--- config.mk ---
export PLATFORM = sky130hd
export DESIGN_NAME = dma_port_region_classifier
export DESIGN_NICKNAME = d
export VERILOG_FILES = /design/src/rtl/dprc_pkg.sv /design/src/rtl/dprc_ctrl.sv /design/src/rtl/dprc_datapath.sv /design/src/rtl/dma_port_region_classifier.sv
export SDC_FILE = /design/constraint.sdc
export NUM_CORES = 2
export LEC_CHECK = 0
export ABC_AREA = 1
export BUFFER_PORTS_ARGS = -buffer_cell sky130_fd_sc_hd__buf_4
export CAP_MARGIN = 40
export CORE_AREA = 2 2 442 444
export CTS_CLUSTER_SIZE = 16
export DETAILED_ROUTE_END_ITERATION = 16
export DIE_AREA = 0 0 444 446
export PLACE_DENSITY = 0.65
export SYNTH_ARGS = -nofsm -noshare
export SYNTH_HDL_FRONTEND = slang
export SYNTH_HIERARCHICAL = 1
export SYNTH_SLANG_ARGS = --single-unit
--- constraint.sdc ---
create_clock -name clk -period 15 [get_ports clk]
set_input_delay 2.25 -clock clk [delete_from_list [all_inputs] [get_ports clk]]
set_output_delay 2.25 -clock clk [all_outputs]
set_load 0.03 [all_outputs]
--- src/rtl/dprc_pkg.sv ---
package dprc_pkg;

  localparam int LEN_W       = 33;
  localparam int OUT_ADDR_W  = 32;
  localparam int IN_TDATA_W  = 168;
  localparam int OUT_TDATA_W = 72;

  typedef enum logic [1:0] {
    ST_OK      = 2'd0,
    ST_COLLIDE = 2'd1,
    ST_FULL    = 2'd2
  } status_t;

  typedef enum logic {
    OP_INSERT   = 1'b0,
    OP_CLASSIFY = 1'b1
  } opcode_t;

  // controller to datapath
  typedef struct packed {
    logic capture;
    logic rd_en;
    logic eval;
    logic mark_full;
    logic wr_en;
    logic wr_shift;
    logic load_out;
  } cmd_t;

  // datapath to controller
  typedef struct packed {
    logic is_insert;
    logic le_new;
    logic collide;
  } sts_t;

endpackage

--- src/rtl/dprc_ctrl.sv ---
module dprc_ctrl
  import dprc_pkg::*;
#(
  parameter int MAX_REGIONS = 16,
  parameter int CW          = $clog2(MAX_REGIONS + 1),
  parameter int IW          = (MAX_REGIONS > 1) ? $clog2(MAX_REGIONS) : 1
) (
  input  logic          clk,
  input  logic          rst,
  input  logic          in_valid,
  output logic          in_ready,
  input  opcode_t       in_opcode,
  output logic          out_valid,
  input  logic          out_ready,
  output cmd_t          cmd,
  output logic [IW-1:0] rd_addr,
  output logic [IW-1:0] wr_addr,
  input  sts_t          sts
);

  typedef enum logic [7:0] {
    S_IDLE     = 8'b0000_0001,
    S_READ     = 8'b0000_0010,
    S_EVAL     = 8'b0000_0100,
    S_DECIDE   = 8'b0000_1000,
    S_SHIFT_RD = 8'b0001_0000,
    S_SHIFT_WR = 8'b0010_0000,
    S_PLACE    = 8'b0100_0000,
    S_FINISH   = 8'b1000_0000
  } state_t;

  state_t        state, state_next;
  logic [CW-1:0] count, count_next;
  logic [CW-1:0] idx, idx_next;
  logic [CW-1:0] pos, pos_next;
  logic [CW-1:0] idx_inc, idx_dec;

  assign idx_inc = idx + CW'(1);
  assign idx_dec = idx - CW'(1);

  always_comb begin
    state_next = state;
    count_next = count;
    idx_next   = idx;
    pos_next   = pos;
    cmd        = '0;
    rd_addr    = idx[IW-1:0];
    wr_addr    = idx[IW-1:0];
    in_ready   = 1'b0;
    unique case (state)
      S_IDLE: begin
        in_ready = 1'b1;
        if (in_valid) begin
          cmd.capture = 1'b1;
          idx_next    = '0;
          pos_next    = '0;
          if (count != '0) begin
            state_next = S_READ;
          end else if (in_opcode == OP_INSERT) begin
            state_next = S_DECIDE;
          end else begin
            state_next = S_FINISH;
          end
        end
      end
      S_READ: begin
        cmd.rd_en  = 1'b1;
        state_next = S_EVAL;
      end
      S_EVAL: begin
        cmd.eval = 1'b1;
        if (sts.is_insert && sts.le_new) begin
          pos_next = pos + CW'(1);
        end
        idx_next = idx_inc;
        if (idx_inc == count) begin
          state_next = sts.is_insert ? S_DECIDE : S_FINISH;
        end else begin
          state_next = S_READ;
        end
      end
      S_DECIDE: begin
        if (sts.collide) begin
          state_next = S_FINISH;
        end else if (count == CW'(MAX_REGIONS)) begin
          cmd.mark_full = 1'b1;
          state_next    = S_FINISH;
        end else begin
          idx_next   = count;
          state_next = (count == pos) ? S_PLACE : S_SHIFT_RD;
        end
      end
      S_SHIFT_RD: begin
        cmd.rd_en  = 1'b1;
        rd_addr    = idx_dec[IW-1:0];
        state_next = S_SHIFT_WR;
      end
      S_SHIFT_WR: begin
        cmd.wr_en    = 1'b1;
        cmd.wr_shift = 1'b1;
        idx_next     = idx_dec;
        state_next   = (idx_dec == pos) ? S_PLACE : S_SHIFT_RD;
      end
      S_PLACE: begin
        cmd.wr_en  = 1'b1;
        wr_addr    = pos[IW-1:0];
        count_next = count + CW'(1);
        state_next = S_FINISH;
      end
      S_FINISH: begin
        if (!out_valid || out_ready) begin
          cmd.load_out = 1'b1;
          state_next   = S_IDLE;
        end
      end
      default: state_next = S_IDLE;
    endcase
  end

  always_ff @(posedge clk) begin
    if (rst) begin
      state     <= S_IDLE;
      count     <= '0;
      idx       <= '0;
      pos       <= '0;
      out_valid <= 1'b0;
    end else begin
      state <= state_next;
      count <= count_next;
      idx   <= idx_next;
      pos   <= pos_next;
      if (cmd.load_out) begin
        out_valid <= 1'b1;
      end else if (out_ready) begin
        out_valid <= 1'b0;
      end
    end
  end

endmodule

--- src/rtl/dprc_datapath.sv ---
module dprc_datapath
  import dprc_pkg::*;
#(
  parameter int MAX_REGIONS = 16,
  parameter int ADDR_W      = 32,
  parameter int IW          = (MAX_REGIONS > 1) ? $clog2(MAX_REGIONS) : 1
) (
  input  logic                  clk,
  input  cmd_t                  cmd,
  input  logic [IW-1:0]         rd_addr,
  input  logic [IW-1:0]         wr_addr,
  output sts_t                  sts,
  input  opcode_t               opcode,
  input  logic [ADDR_W-1:0]     region_start,
  input  logic [LEN_W-1:0]      region_size,
  input  logic [ADDR_W-1:0]     region_local_base,
  input  logic [ADDR_W-1:0]     src_address,
  input  logic [ADDR_W-1:0]     dst_address,
  input  logic                  src_linear,
  input  logic                  dst_linear,
  output status_t               status,
  output logic                  src_is_memory,
  output logic                  dst_is_memory,
  output logic                  fast_path,
  output logic [OUT_ADDR_W-1:0] src_local_address,
  output logic [OUT_ADDR_W-1:0] dst_local_address
);

  localparam int ENTRY_W = 2 * ADDR_W + LEN_W;

  // region table: {local base, length, start}
  logic [ENTRY_W-1:0] mem [MAX_REGIONS];
  logic [ENTRY_W-1:0] rdata;
  logic [ENTRY_W-1:0] wdata;

  opcode_t            op;
  logic [ADDR_W-1:0]  n_start, n_base, src_a, dst_a;
  logic [LEN_W-1:0]   n_len;
  logic               src_lin, dst_lin;
  logic               collide, full;

  logic               src_found, dst_found;
  logic [ADDR_W-1:0]  src_off, dst_off, src_base, dst_base;
  logic [LEN_W-1:0]   src_len, dst_len;

  logic [ADDR_W-1:0]  e_start, e_base;
  logic [LEN_W-1:0]   e_len;
  logic [ADDR_W:0]    d_new, d_old, d_src, d_dst;
  logic               overlap;
  logic               src_mem, dst_mem;

  assign {e_base, e_len, e_start} = rdata;
  assign wdata = cmd.wr_shift ? rdata : {n_base, n_len, n_start};

  always_ff @(posedge clk) begin
    if (cmd.wr_en) begin
      mem[wr_addr] <= wdata;
    end
    if (cmd.rd_en) begin
      rdata <= mem[rd_addr];
    end
  end

  // overlap test in both directions, no wrap
  assign d_new   = {1'b0, n_start} - {1'b0, e_start};
  assign d_old   = {1'b0, e_start} - {1'b0, n_start};
  assign overlap = !d_new[ADDR_W] ? (LEN_W'(d_new[ADDR_W-1:0]) < e_len)
                                  : (LEN_W'(d_old[ADDR_W-1:0]) < n_len);
  assign d_src   = {1'b0, src_a} - {1'b0, e_start};
  assign d_dst   = {1'b0, dst_a} - {1'b0, e_start};

  assign sts.is_insert = (op == OP_INSERT);
  assign sts.le_new    = !d_new[ADDR_W];
  assign sts.collide   = collide;

  always_ff @(posedge clk) begin
    if (cmd.capture) begin
      op        <= opcode;
      n_start   <= region_start;
      n_len     <= region_size;
      n_base    <= region_local_base;
      src_a     <= src_address;
      dst_a     <= dst_address;
      src_lin   <= src_linear;
      dst_lin   <= dst_linear;
      collide   <= 1'b0;
      full      <= 1'b0;
      src_found <= 1'b0;
      dst_found <= 1'b0;
    end else begin
      if (cmd.mark_full) begin
        full <= 1'b1;
      end
      if (cmd.eval) begin
        if (op == OP_INSERT && overlap) begin
          collide <= 1'b1;
        end
        // table is sorted, so the last hit wins
        if (!d_src[ADDR_W]) begin
          src_found <= 1'b1;
          src_off   <= d_src[ADDR_W-1:0];
          src_len   <= e_len;
          src_base  <= e_base;
        end
        if (!d_dst[ADDR_W]) begin
          dst_found <= 1'b1;
          dst_off   <= d_dst[ADDR_W-1:0];
          dst_len   <= e_len;
          dst_base  <= e_base;
        end
      end
    end
  end

  assign src_mem = src_found && src_lin && (LEN_W'(src_off) < src_len);
  assign dst_mem = dst_found && dst_lin && (LEN_W'(dst_off) < dst_len);

  always_ff @(posedge clk) begin
    if (cmd.load_out) begin
      if (op == OP_INSERT) begin
        status            <= collide ? ST_COLLIDE : (full ? ST_FULL : ST_OK);
        src_is_memory     <= 1'b0;
        dst_is_memory     <= 1'b0;
        fast_path         <= 1'b0;
        src_local_address <= '0;
        dst_local_address <= '0;
      end else begin
        status            <= ST_OK;
        src_is_memory     <= src_mem;
        dst_is_memory     <= dst_mem;
        fast_path         <= src_mem && dst_mem;
        src_local_address <= src_mem ? OUT_ADDR_W'(ADDR_W'(src_base + src_off)) : '0;
        dst_local_address <= dst_mem ? OUT_ADDR_W'(ADDR_W'(dst_base + dst_off)) : '0;
      end
    end
  end

endmodule

--- src/rtl/dma_port_region_classifier.sv ---
// Region classifier for a DMA port pair. Holds a table of up to MAX_REGIONS memory
// regions kept in start-address order; an insert transfer adds one region (status
// ok, collides or full; a collision wins over full and the table is left as it was),
// and a classify transfer looks up source and destination addresses and returns
// whether each lies in a region with linear access, its local address, and a
// fast-path flag when both do. One item is worked at a time. Each item scans every
// stored region, reading and then evaluating one entry at a time; a stored insert
// then moves each region above its place up one slot and writes the new one. Every
// step reads or writes one entry of the region table. A finished result waits in
// the output register while the next item is taken. Addresses are handled at
// ADDR_BITS bits (capped at 32): wider address inputs are cut to that width and
// local addresses wrap there. Table contents are undefined after reset; only the
// entry count is cleared, so no clearing pass is needed.
module dma_port_region_classifier
  import dprc_pkg::*;
#(
  parameter int MAX_REGIONS = 16,
  parameter int ADDR_BITS   = 32
) (
  input  logic                   clk,
  input  logic                   rst,
  // input transfer
  input  logic                   s_axis_tvalid,
  output logic                   s_axis_tready,
  // region_start[31:0], region_size[64:32], region_local_base[96:65],
  // src_address[128:97], dst_address[160:129], src_linear[161], dst_linear[162]
  input  logic [IN_TDATA_W-1:0]  s_axis_tdata,
  // opcode[0]
  input  logic                   s_axis_tuser,
  // result transfer
  output logic                   m_axis_tvalid,
  input  logic                   m_axis_tready,
  // status[1:0], src_is_memory[2], dst_is_memory[3], fast_path[4],
  // src_local_address[36:5], dst_local_address[68:37]
  output logic [OUT_TDATA_W-1:0] m_axis_tdata
);

  // working address width
  localparam int EW = (ADDR_BITS < OUT_ADDR_W) ? ADDR_BITS : OUT_ADDR_W;
  localparam int CW = $clog2(MAX_REGIONS + 1);
  localparam int IW = (MAX_REGIONS > 1) ? $clog2(MAX_REGIONS) : 1;

  // unpacking of the input transfer
  logic [OUT_ADDR_W-1:0] in_region_start;
  logic [LEN_W-1:0]      in_region_size;
  logic [OUT_ADDR_W-1:0] in_region_local_base;
  logic [OUT_ADDR_W-1:0] in_src_address;
  logic [OUT_ADDR_W-1:0] in_dst_address;
  logic                  in_src_linear;
  logic                  in_dst_linear;
  opcode_t               in_opcode;

  assign in_region_start      = s_axis_tdata[31:0];
  assign in_region_size       = s_axis_tdata[64:32];
  assign in_region_local_base = s_axis_tdata[96:65];
  assign in_src_address       = s_axis_tdata[128:97];
  assign in_dst_address       = s_axis_tdata[160:129];
  assign in_src_linear        = s_axis_tdata[161];
  assign in_dst_linear        = s_axis_tdata[162];
  assign in_opcode            = opcode_t'(s_axis_tuser);

  // controller / datapath link
  cmd_t          cmd;
  sts_t          sts;
  logic [IW-1:0] rd_addr;
  logic [IW-1:0] wr_addr;

  // result fields
  status_t               status;
  logic                  src_is_memory;
  logic                  dst_is_memory;
  logic                  fast_path;
  logic [OUT_ADDR_W-1:0] src_local_address;
  logic [OUT_ADDR_W-1:0] dst_local_address;

  // sequencer: table scan, insert shift and result hand-off
  dprc_ctrl #(
    .MAX_REGIONS (MAX_REGIONS),
    .CW          (CW),
    .IW          (IW)
  ) u_ctrl (
    .clk       (clk),
    .rst       (rst),
    .in_valid  (s_axis_tvalid),
    .in_ready  (s_axis_tready),
    .in_opcode (in_opcode),
    .out_valid (m_axis_tvalid),
    .out_ready (m_axis_tready),
    .cmd       (cmd),
    .rd_addr   (rd_addr),
    .wr_addr   (wr_addr),
    .sts       (sts)
  );

  // region table, compare logic and result register
  dprc_datapath #(
    .MAX_REGIONS (MAX_REGIONS),
    .ADDR_W      (EW),
    .IW          (IW)
  ) u_datapath (
    .clk               (clk),
    .cmd               (cmd),
    .rd_addr           (rd_addr),
    .wr_addr           (wr_addr),
    .sts               (sts),
    .opcode            (in_opcode),
    .region_start      (in_region_start[EW-1:0]),
    .region_size       (in_region_size),
    .region_local_base (in_region_local_base[EW-1:0]),
    .src_address       (in_src_address[EW-1:0]),
    .dst_address       (in_dst_address[EW-1:0]),
    .src_linear        (in_src_linear),
    .dst_linear        (in_dst_linear),
    .status            (status),
    .src_is_memory     (src_is_memory),
    .dst_is_memory     (dst_is_memory),
    .fast_path         (fast_path),
    .src_local_address (src_local_address),
    .dst_local_address (dst_local_address)
  );

  // packing of the result transfer, pad bits at the top
  assign m_axis_tdata = {3'b000, dst_local_address, src_local_address,
                         fast_path, dst_is_memory, src_is_memory, status};

endmodule

==> reports/results.txt <==
Gate Count Post-Synth - 7906
chip width - 444 um
row cnt - 162
Bufs on Longest Clock Path - 3
critical path fanouts, max - 212
critical path data required time - 15.57 ns
boundary pin count - 247
Post-synth top flop - edfxtp_1
clock latency on the worst-skew pair - 0.92 ns
drt pass-1 iters - 6
H-tree depth - 4
fraction of layout instances using a drive strength above 1 - 10.1%
Net Sw Frac - 24.2%
Rel. slew slack - 26.2%
initial antenna violation count - 6
Root Buffer - clkbuf_16
PD cells - 121 nW/um2
slowest cell on the critical path - buf_12
CTS buffer count - 209
sequential cell area fraction in the yosys report - 65.4%
P&R area growth vs syn - 12.1%
dpl cells - 10503
Util after Layout - 55.7%
CTS Sinks - 2104
global-route wire length before repair - 400 mm
Final min period - 5.15 ns
postcts setup bufs - 0
drt total wl - 278 mm
CP Capture Type - register
CP startpoint - u_ctrl/state[2]
crit path cell chain - nor2_4, nand2_2, inv_1, nand4_2, xor2_4, buf_12, buf_12, buf_12, mux2i_1, o211ai_1, nand3_1, nand2_1
reg2reg start - u_ctrl/state[2]
Mean Syn Cell Area - 12.2 um2
largest net degree at the start of global routing - 213
DRC - 0
DR vias/cell - 5.71
GRT Total Usage - 27.8%
internal power - 9.88 mW
hold_buf cts - 0
max-slew violations - 0
worst hold path startpoint - u_datapath/dst_found
final setup vio count - 0
Comb power frac - 9.0%
Clock power frac - 39.6%
number of flops mapped to enable cells by yosys - 2076
slowest stage delay, CP - 0.75 ns
period utilization - 34.3%
worst vdd ir - 0.132 mV
Resize count post-CTS - 0
status - complete, no violations
vias in the first global route - 59691
DR WL/cell - 25.6 um
HP Class - register to register
share of the synthesized area in the top cell type - 64.8%
Commonest cells post-synth - edfxtp_1 (2076), nand2_1 (958), inv_1 (934)
core area - 194000 um2
Max Cap Viol - 0
Fin. Hold Viols - 0
final non-filler cell total - 10887
CP most frequent cell - buf_12
vias - 62168
flops & latches, synth - 2104
switching power - 3.15 mW
synth top area cells - edfxtp_1 (65%), ha_1 (4.1%), mux2i_1 (4.0%), nand2_1 (3.7%), inv_1 (3.6%)
area leader, netlist - edfxtp_1
PortBufs - 238
post-DP HPWL - 176 mm
clock transition at the registers of the reported paths - 0.06 ns
setup_tns - 0 ns
initial DRC count - 6308
mapped cell area - 96200 um2
Flop pwr share - 51.5%
die height - 446 um
synth warn - 6
worst-margin pin slew - 1.11 ns
achievable frequency - 194 MHz
remaining global-route overflow - 0
Starting Density - 49.7%
final antenna-violating net count - 0
Synth cell types - 52
Leakage - 38.9 nW
Die ar. - 198000 um2
Data arrival, critical path - 5.73 ns
Setup CP Type - register to register
Setup crit start kind - register
NumNets Final - 8670
share of synthesized registers carrying an async set or reset - 0%
RSZ-0062 raised after global routing - false
routability cong. - 0.977
CTS tree - done
Worst Skew - 0.0911 ns
count leader, synth - edfxtp_1
## per-stage QoR
step	power (mW)	area (um2)	setup WS [ns]	hold slack, ns
after floorplan	7.52	96200	3.27	0.426
after global placement	7.96	101000	9.68	0.441
after detailed placement	7.98	101000	9.63	0.457
after CTS	13.1	108000	9.92	0.470
after global routing	13.4	108000	9.62	0.484
final	13.0	108000	9.85	0.472
## area by class of cell
class	count	area [um2]
tap	2542	3180
timing repair buffer	392	3510
multi-input combinational	4510	27900
inverter	956	3610
sequential	2104	62900
clock buffer	256	5410
antenna	3	7.51
clock inverter	124	1350
fill	15858	85700
## critical path, delay by kind of cell (launching register included)
family / cells / cell delay (ns)
buf+inv: 4 / 2.22
compound gates: 1 / 0.12
flops: 1 / 0.34
simple gates: 5 / 0.94
xor+xnor: 1 / 0.31
mux: 1 / 0.27
## worst paths after layout
kind         slack [ns]                    to  depth (start not counted)
max                9.85  u_datapath/rdata[14]                         12
min                0.47  u_datapath/dst_found                          2
max reg2reg        9.85  u_datapath/rdata[14]                         12
min reg2reg        0.47  u_datapath/dst_found                          2
## kinds of logic (layout without fill, tap and decap cells)
logic type                 count (synthesis)  in the layout  share of synthesized area [%]
AOI/OAI and AO/OA                       1853           1853                           11.2
xor gates and xnor gates                 147            147                           1.34
adders and majority gates                324            324                           4.26
buffers and inverters                   1294           1728                           5.80
DFF                                     2104           2104                           65.4
muxes                                    421            421                           4.42
other                                      1              6                        0.00390
and+or+nand+nor                         1762           1762                           7.62
## registers in the layout, indices dropped and copies added, names as in the netlist, 33 cells and up
name	cells
u_datapath/dst_len	33
u_datapath/src_len	33
u_datapath/mem	1552
u_datapath/rdata	97
u_datapath/n_len	33
## per-layer routing
| layer | up-vias | wire length, um | track usage, % |
|---|---|---|---|
| met1 | 30536 | 113000 | 36.5 |
| met3 | 488 | 19300 | 4.02 |
| met2 | 2316 | 132000 | 45.5 |
| met5 | - | 0 | 0 |
| met4 | 0 | 14300 | 13.5 |
| li1 | 28828 | - | - |
## placed cells by master (no fill, tap or decap), types with 10 or more instances in the layout
cell,count
edfxtp_1,2076
nand2_1,957
inv_1,931
a21oi_1,692
o21ai_0,528
mux2i_1,388
nor2_1,374
buf_4,357
o211ai_1,347
ha_1,318
nand3_1,283
clkbuf_16,209
o21ai_1,130
xor2_1,115
o211ai_2,50
clkinv_1,47
clkbuf_1,47
nor3_1,45
clkinv_2,34
mux2_2,33
xnor2_1,31
nand4_1,29
o21bai_1,29
dfxtp_1,28
a21o_1,25
nor2_4,23
o21a_1,21
inv_2,20
bufinv_16,18
a31oi_1,18
buf_12,18
buf_16,17
clkinv_16,10
nor4_1,10
## power groups by stage
stage / Clock, mW / Sequential, mW / Combinational (mW)
after floorplan: 0 / 6.81 / 0.706
after global placement: 0 / 6.83 / 1.13
after detailed placement: 0 / 6.82 / 1.15
after CTS: 5.23 / 6.70 / 1.16
after global routing: 5.45 / 6.70 / 1.28
final: 5.16 / 6.70 / 1.17
(Power assumes the default switching activity.)
